==> config.mk <==
export PLATFORM = sky130hd
export DESIGN_NAME = bit_pattern_occurrence_tracker
export DESIGN_NICKNAME = d
export VERILOG_FILES = /design/src/rtl/bpot_pkg.sv /design/src/rtl/bit_pattern_occurrence_tracker.sv /design/src/rtl/bpot_ram.sv
export SDC_FILE = /design/constraint.sdc
export NUM_CORES = 2
export LEC_CHECK = 0
export BUFFER_PORTS_ARGS = -buffer_cell sky130_fd_sc_hd__buf_2
export CAP_MARGIN = 20
export CORE_UTILIZATION = 57
export DETAILED_ROUTE_END_ITERATION = 8
export GPL_TIMING_DRIVEN = 0
export PLACE_DENSITY = 0.76
export SLEW_MARGIN = 30
export SYNTH_ARGS = -nofsm -noshare
export SYNTH_HDL_FRONTEND = slang
export SYNTH_SLANG_ARGS = --single-unit
==> constraint.sdc <==
create_clock -name clk -period 30.7 [get_ports clk]
set_input_delay 1.535 -clock clk [delete_from_list [all_inputs] [get_ports clk]]
set_output_delay 1.535 -clock clk [all_outputs]
set_load 0.1 [all_outputs]
==> src/rtl/bpot_pkg.sv <==
`timescale 1ns / 1ps
// ----------------------------------------------------------------------------
// bpot_pkg
// Shared types and constants of the bit pattern occurrence tracker.
// ----------------------------------------------------------------------------
package bpot_pkg;

  localparam int STORE_BITS_DEF = 1024;
  localparam int LEN_W          = 11;
  localparam int POS_W          = 10;
  localparam int CMD_W          = 2;
  localparam int TOTAL_W        = 10;
  localparam int IN_TDATA_W     = 16;
  localparam int OUT_TDATA_W    = 16;

  localparam logic [LEN_W-1:0]   COUNT_MAX = 11'd2047;
  localparam logic [TOTAL_W-1:0] TOTAL_MAX = 10'd1023;

  localparam logic [CMD_W-1:0] CMD_WRITE        = 2'd0;
  localparam logic [CMD_W-1:0] CMD_WRITE_ANSWER = 2'd1;
  localparam logic [CMD_W-1:0] CMD_CLEAR        = 2'd2;

  typedef enum logic [2:0] {
    S_CLEAR,
    S_IDLE,
    S_READ,
    S_DEC,
    S_INC,
    S_DONE
  } state_t;

endpackage

==> src/rtl/bit_pattern_occurrence_tracker.sv <==
`timescale 1ns / 1ps
// ----------------------------------------------------------------------------
// bit_pattern_occurrence_tracker
// Bit store with a running count of 1100 windows inside the configured length.
// ----------------------------------------------------------------------------
// Write in range: one bit memory read per cycle over the seven neighbouring
// bits, then one shared adder step for removal and one for add-back. Only a
// write-and-answer loads a result, in S_DONE, which waits while the output stalls.
// Write out of range goes straight to S_DONE. s_tready is high only in S_IDLE.
// Clear: the whole store is swept, one entry a cycle. Reset is synchronous; after
// reset the store is swept with s_tready low. Configuration writes are taken at any time.
module bit_pattern_occurrence_tracker #(
  parameter int STORE_BITS = bpot_pkg::STORE_BITS_DEF
) (
  input  logic                             clk,
  input  logic                             rst,
  input  logic                             s_tvalid,
  output logic                             s_tready,
  // cmd [1:0], position [11:2], bit_value [12], zeros [15:13]
  input  logic [bpot_pkg::IN_TDATA_W-1:0]  s_tdata,
  output logic                             m_tvalid,
  input  logic                             m_tready,
  // found [0], match_total [10:1], zeros [15:11]
  output logic [bpot_pkg::OUT_TDATA_W-1:0] m_tdata,
  input  logic                             cfg_valid,
  output logic                             cfg_ready,
  input  logic [bpot_pkg::LEN_W-1:0]       cfg_data
);
  import bpot_pkg::*;

  localparam int AW = $clog2(STORE_BITS);
  localparam int LW = (AW + 1 > LEN_W) ? AW + 1 : LEN_W;
  localparam logic [LW-1:0] STORE_LEN = LW'(STORE_BITS);
  localparam logic [AW-1:0] LAST_ADDR = AW'(STORE_BITS - 1);
  localparam logic [LW-1:0] WIN_SPAN  = LW'(3);

  state_t state, state_next;

  logic [LEN_W-1:0]   string_length;
  logic [CMD_W-1:0]   cmd_q;
  logic [POS_W-1:0]   pos_q;
  logic               val_q;
  logic [2:0]         step;
  logic               rd_ok_q;
  logic [6:0]         win;
  logic [LEN_W-1:0]   count;
  logic [AW-1:0]      clr_ptr;
  logic               found;
  logic [TOTAL_W-1:0] match_total;

  logic [CMD_W-1:0] s_cmd;
  logic [POS_W-1:0] s_pos;
  logic             s_bit;
  logic             s_xfer;
  logic [LW-1:0]    len_eff;
  logic [LW-1:0]    rd_pos;
  logic             rd_ok;
  logic [6:0]       win_new;
  logic [3:0]       win_valid;
  logic             old_hit;
  logic             new_hit;
  logic [LEN_W-1:0] delta;
  logic [LEN_W-1:0] sum;
  logic             use_add;
  logic             load;
  logic             ram_wr_en;
  logic [AW-1:0]    ram_wr_addr;
  logic             ram_wr_data;
  logic             ram_rd_en;
  logic [AW-1:0]    ram_rd_addr;
  logic             ram_rd_data;

  assign s_cmd  = s_tdata[1:0];
  assign s_pos  = s_tdata[11:2];
  assign s_bit  = s_tdata[12];
  assign s_xfer = s_tvalid && s_tready;

  assign cfg_ready = 1'b1;
  assign m_tdata   = {{(OUT_TDATA_W - TOTAL_W - 1){1'b0}}, match_total, found};

  assign len_eff = (LW'(string_length) > STORE_LEN) ? STORE_LEN : LW'(string_length);

  assign rd_pos = LW'(pos_q) + LW'(step);
  assign rd_ok  = (step != 3'd7) && (rd_pos >= WIN_SPAN) &&
                  ((rd_pos - WIN_SPAN) < STORE_LEN);

  always_comb begin
    win_new    = win;
    win_new[3] = val_q;
    old_hit    = 1'b0;
    new_hit    = 1'b0;
    for (int j = 0; j < 4; j++) begin
      win_valid[j] = ((LW'(pos_q) + LW'(j)) >= WIN_SPAN) &&
                     ((LW'(pos_q) + LW'(j)) < len_eff);
      old_hit = old_hit | (win_valid[j] & win[j] & win[j+1] & ~win[j+2] & ~win[j+3]);
      new_hit = new_hit |
                (win_valid[j] & win_new[j] & win_new[j+1] & ~win_new[j+2] & ~win_new[j+3]);
    end
  end

  // shared adder: minus one on removal, plus one on add-back
  assign delta   = (state == S_DEC) ? '1 : LEN_W'(1);
  assign sum     = count + delta;
  assign use_add = ((state == S_DEC) && old_hit && (count != '0)) ||
                   ((state == S_INC) && new_hit && (count != COUNT_MAX));

  always_comb begin
    state_next = state;
    unique case (state)
      S_CLEAR: begin
        if (clr_ptr == LAST_ADDR) state_next = S_IDLE;
      end
      S_IDLE: begin
        if (s_tvalid) begin
          unique case (s_cmd) inside
            CMD_CLEAR: state_next = S_CLEAR;
            CMD_WRITE, CMD_WRITE_ANSWER: begin
              state_next = (LW'(s_pos) < len_eff) ? S_READ : S_DONE;
            end
            default: state_next = S_IDLE;
          endcase
        end
      end
      S_READ: begin
        if (step == 3'd7) state_next = S_DEC;
      end
      S_DEC: state_next = S_INC;
      S_INC: state_next = S_DONE;
      S_DONE: begin
        if (cmd_q != CMD_WRITE_ANSWER || !m_tvalid || m_tready) state_next = S_IDLE;
      end
      default: state_next = S_IDLE;
    endcase
  end

  always_comb begin
    s_tready    = 1'b0;
    ram_wr_en   = 1'b0;
    ram_wr_addr = clr_ptr;
    ram_wr_data = 1'b0;
    ram_rd_en   = 1'b0;
    ram_rd_addr = AW'(rd_pos - WIN_SPAN);
    load        = 1'b0;
    unique case (state)
      S_CLEAR: ram_wr_en = 1'b1;
      S_IDLE:  s_tready = 1'b1;
      S_READ:  ram_rd_en = rd_ok;
      S_DEC:   ;
      S_INC: begin
        ram_wr_en   = 1'b1;
        ram_wr_addr = AW'(pos_q);
        ram_wr_data = val_q;
      end
      S_DONE: begin
        load = (cmd_q == CMD_WRITE_ANSWER) && (!m_tvalid || m_tready);
      end
      default: ;
    endcase
  end

  always_ff @(posedge clk) begin
    if (rst) begin
      state         <= S_CLEAR;
      string_length <= '0;
      count         <= '0;
      clr_ptr       <= '0;
      m_tvalid      <= 1'b0;
    end else begin
      state <= state_next;
      if (cfg_valid) begin
        string_length <= cfg_data;
      end
      if (state == S_CLEAR) begin
        clr_ptr <= clr_ptr + AW'(1);
        count   <= '0;
      end else begin
        clr_ptr <= '0;
        if (use_add) begin
          count <= sum;
        end
      end
      if (load) begin
        m_tvalid <= 1'b1;
      end else if (m_tready) begin
        m_tvalid <= 1'b0;
      end
    end
  end

  always_ff @(posedge clk) begin
    rd_ok_q <= rd_ok && (state == S_READ);
    if (s_xfer) begin
      cmd_q <= s_cmd;
      pos_q <= s_pos;
      val_q <= s_bit;
    end
    if (state == S_READ) begin
      step <= step + 3'd1;
      if (step != 3'd0) begin
        win <= {rd_ok_q & ram_rd_data, win[6:1]};
      end
    end else begin
      step <= 3'd0;
    end
    if (load) begin
      found       <= (count != '0);
      match_total <= (count > LEN_W'(TOTAL_MAX)) ? TOTAL_MAX : count[TOTAL_W-1:0];
    end
  end

  bpot_ram #(
    .WIDTH (1),
    .DEPTH (STORE_BITS)
  ) u_store (
    .clk     (clk),
    .wr_en   (ram_wr_en),
    .wr_addr (ram_wr_addr),
    .wr_data (ram_wr_data),
    .rd_en   (ram_rd_en),
    .rd_addr (ram_rd_addr),
    .rd_data (ram_rd_data)
  );

endmodule

==> src/rtl/bpot_ram.sv <==
`timescale 1ns / 1ps
// ----------------------------------------------------------------------------
// bpot_ram
// Generic single write port, single read port RAM with registered read data.
// ----------------------------------------------------------------------------
module bpot_ram #(
  parameter int  WIDTH = 1,
  parameter int  DEPTH = 1024,
  localparam int AW    = $clog2(DEPTH)
) (
  input  logic             clk,
  input  logic             wr_en,
  input  logic [AW-1:0]    wr_addr,
  input  logic [WIDTH-1:0] wr_data,
  input  logic             rd_en,
  input  logic [AW-1:0]    rd_addr,
  output logic [WIDTH-1:0] rd_data
);

  logic [WIDTH-1:0] mem [DEPTH];

  always_ff @(posedge clk) begin
    if (wr_en) begin
      mem[wr_addr] <= wr_data;
    end
    if (rd_en) begin
      rd_data <= mem[rd_addr];
    end
  end

endmodule

==> qor.yml <==
clock_tree:
  ctsHoldBuffers: 0
  cts_tree: "done"
  clockRootBuffer: "clkbuf_16"
  insertion_delay_ps: 720
  clkSinkCount: 1096
  clock_path_buffers: 3
  post-cts-setup-buffers: 0
  htreeDepth: 3
  cts_inserted_buffers: 109
  cts_resized: 0
  clkTransAtPathRegs_ps: 60
cells_and_area:
  final_nets: 3904
  final_cell_mix: "nor2_1 (1101), edfxtp_1 (1056), mux4_2 (260), clkbuf_1 (214), mux2i_1 (185)"
  area_growth_pct: 12.4
  diodes: 0
  drive_gt1_frac: 0.169
  final_common_cell: "nor2_1"
power_and_ir_drop:
  p_leak_nw: 20.2
  power-per-cell-area_nw_per_um2: 52.8
  vdd_ir_drop_max_mv: 0.0527
yosys:
  yosysSeqAreaShare: 0.648
  synth_area_um2: 50200
  synth_xor_area_frac: 0.00957
  synth_flop_cell: "edfxtp_1"
  synth-edff-count: 1056
  yosys_warnings: 0
  synth_adder_area_share: 0.0164
  synth.distinct_cells: 74
  synth_top_family_by_area: "multiplexers"
  async_reset_ff_frac: 0
  avgSynthCellArea_um2: 13.9
  synth.area.mux_share: 0.157
  yosys.area_share.simple: 0.115
  synth-compound-area-share: 0.0253
  syn_inst: 3614
  synth-seq-cells: 1096
min_path:
  hp-class: "reg2reg"
  hold_depth: 0
  whs_endpoint: "win[5]"
  worstHoldStart: "win[6]"
drt:
  remaining_drc_errors: 0
  via_count: 33217
  postRouteWirelength_um: 148000
  firstDrtPassIters: 9
  drt_iter0_drc: 5530
  detail_route.wl_per_cell_um: 29.3
  via_per_inst: 6.58
  ant_nets: 0
critical_path:
  cpMaxStageDelayCell: "clkbuf_1"
  r2r_cells: 13
  reg2reg_from: "pos_q[0]"
  crit_path_start_kind: "register"
  cp.arrival_ps: 6360
  path_max_fanout: 10
  worstSetupPathType: "reg2reg"
  reg2reg_to: "u_store.rd_data"
  end_kind: "register"
  critical_path_required_ps: 31040
  cp_slowest_stage_delay_ps: 820
  rrSetupSlack_ps: 24680
  cp_cell_sequence: "ha_1, fa_1, ha_1, buf_2, clkbuf_2, clkbuf_1, mux4_2, a211oi_1, a21oi_1, a211oi_1, o32ai_1, o21ai_0, nand4_1"
global_routing:
  overflow: 0
  grt_pass1_wl_um: 211000
  grt_pass1_vias: 31629
  grt_max_degree: 40
  antenna_found_initial: 3
  track_usage: 0.333
timing:
  worst_slew_pin_slew_ps: 1150
  final-hold-violation-count: 0
  setup_violations: 0
  finalCritPeriodShare: 0.196
  max_clock_freq_mhz: 166
  relSlewSlack: 0.227
  fin_worst_skew_ps: 50.8
  fin_ws_ps: 24680
  finalCriticalPeriod_ps: 6020
  fin_tns_setup_ps: 0
  rsz0062_at_grt: "false"
  report.final.slew_viol_count: 0
floorplanning:
  chipWidth_um: 299
  core_um2: 87000
  die_area_um2: 89200
  rows: 108
  num_io_pins: 51
  die_height_um: 299
  initial_core_util: 0.577
place:
  gp_congestion: 0.956
  dp_hpwl_um: 97100
  io_buffers: 40
  place_ws_ps: 25100
run_status:
  outcome: "finished clean"
run:
  cap_violations: 0
-- sequential cells by signal (all words and copies together), names as in the netlist --
| register | count |
|---|---|
| rd_ok_q | 1 |
| pos_q | 10 |
| string_length | 11 |
| found | 1 |
| step | 3 |
| val_q | 1 |
| m_tvalid | 1 |
| u_store.rd_data | 1 |
| count | 11 |
| cmd_q | 2 |
| u_store.mem | 1024 |
| state | 3 |
| clr_ptr | 10 |
| win | 7 |
| match_total | 10 |
-- cells by family after synthesis --
family	after synthesis
simple gates	1410
flops	1096
compound gates	181
mux	462
buf+inv	344
other cells	2
fa+ha+maj	65
xor+xnor	54
-- metrics by stage --
step                      cell area, um2  hold WS (ps)  cells  power (W)  utilization
final                              56400           460   5051    0.00298        0.649
after floorplan                    50200           423   3618    0.00167            -
after detailed placement           52900           450   4851    0.00169        0.608
after CTS                          56400           464   5049    0.00298        0.648
after global placement             51800           454   4813    0.00169        0.596
after global routing               56400           478   5051    0.00303        0.649
-- worst max-delay path: cells and delay by family (launching register included) --
kind	cells	cell delay (ps)
adders and majority gates	3	1310
DFF	1	500
muxes	1	440
and+or+nand+nor	1	270
AOI/OAI and AO/OA	5	1340
buffers and inverters	3	1780
-- layer usage --
layer / vias up / share of wire / GRT usage
met5: - / 0.00090 / 0
met4: 4 / 0.060 / 0.170
li1: 13636 / - / -
met3: 468 / 0.15 / 0.0979
met1: 16527 / 0.35 / 0.452
met2: 2582 / 0.44 / 0.495
-- how the worst max path moves through the flow --
stage	from	to	slack (ps)	cells after the start
6_report	pos_q[0]	u_store.rd_data	24680	13
5_1_grt	pos_q[0]	u_store.rd_data	24900	13
4_1_cts	pos_q[0]	u_store.rd_data	25030	13
3_5_place_dp	pos_q[0]	u_store.rd_data	25100	13
3_3_place_gp	state[0]	u_store.mem[1000]	-15620	5
2_1_floorplan	state[0]	u_store.mem[0]	1340	5
-- cell type report --
cell class / instances / area (um2)
sequential: 1096 / 32500
fill: 6194 / 30600
multi-input combinational: 2178 / 16300
clock buffer: 132 / 2840
tap: 1155 / 1450
buffer: 313 / 1380
timing repair buffer: 80 / 1170
clock inverter: 66 / 667
inverter: 31 / 116
-- Yosys cell counts (18+ instances only) --
cell type,count,area [um2]
nor2_1,1103,4140
edfxtp_1,1056,31700
mux4_2,260,5860
clkbuf_1,233,875
mux2i_1,186,1860
nand2_1,127,477
ha_1,61,763
buf_2,56,280
dfxtp_1,40,801
nand3_1,34,170
xnor2_1,34,298
a21oi_1,30,150
inv_1,28,105
a211oi_1,27,203
nor3_1,23,115
o21ai_0,23,115
xor2_1,19,166
nor2b_1,18,113
-- power breakdown --
group / leakage, nW / switching (W) / internal (W)
Combinational: 6.28 / 0.0000329 / 0.00000978
Sequential: 12.2 / 0.00000109 / 0.00162
Clock: 1.70 / 0.000579 / 0.000742
Total: 20.2 / 0.000613 / 0.00237
No activity file was read; power rests on OpenSTA's default activity.
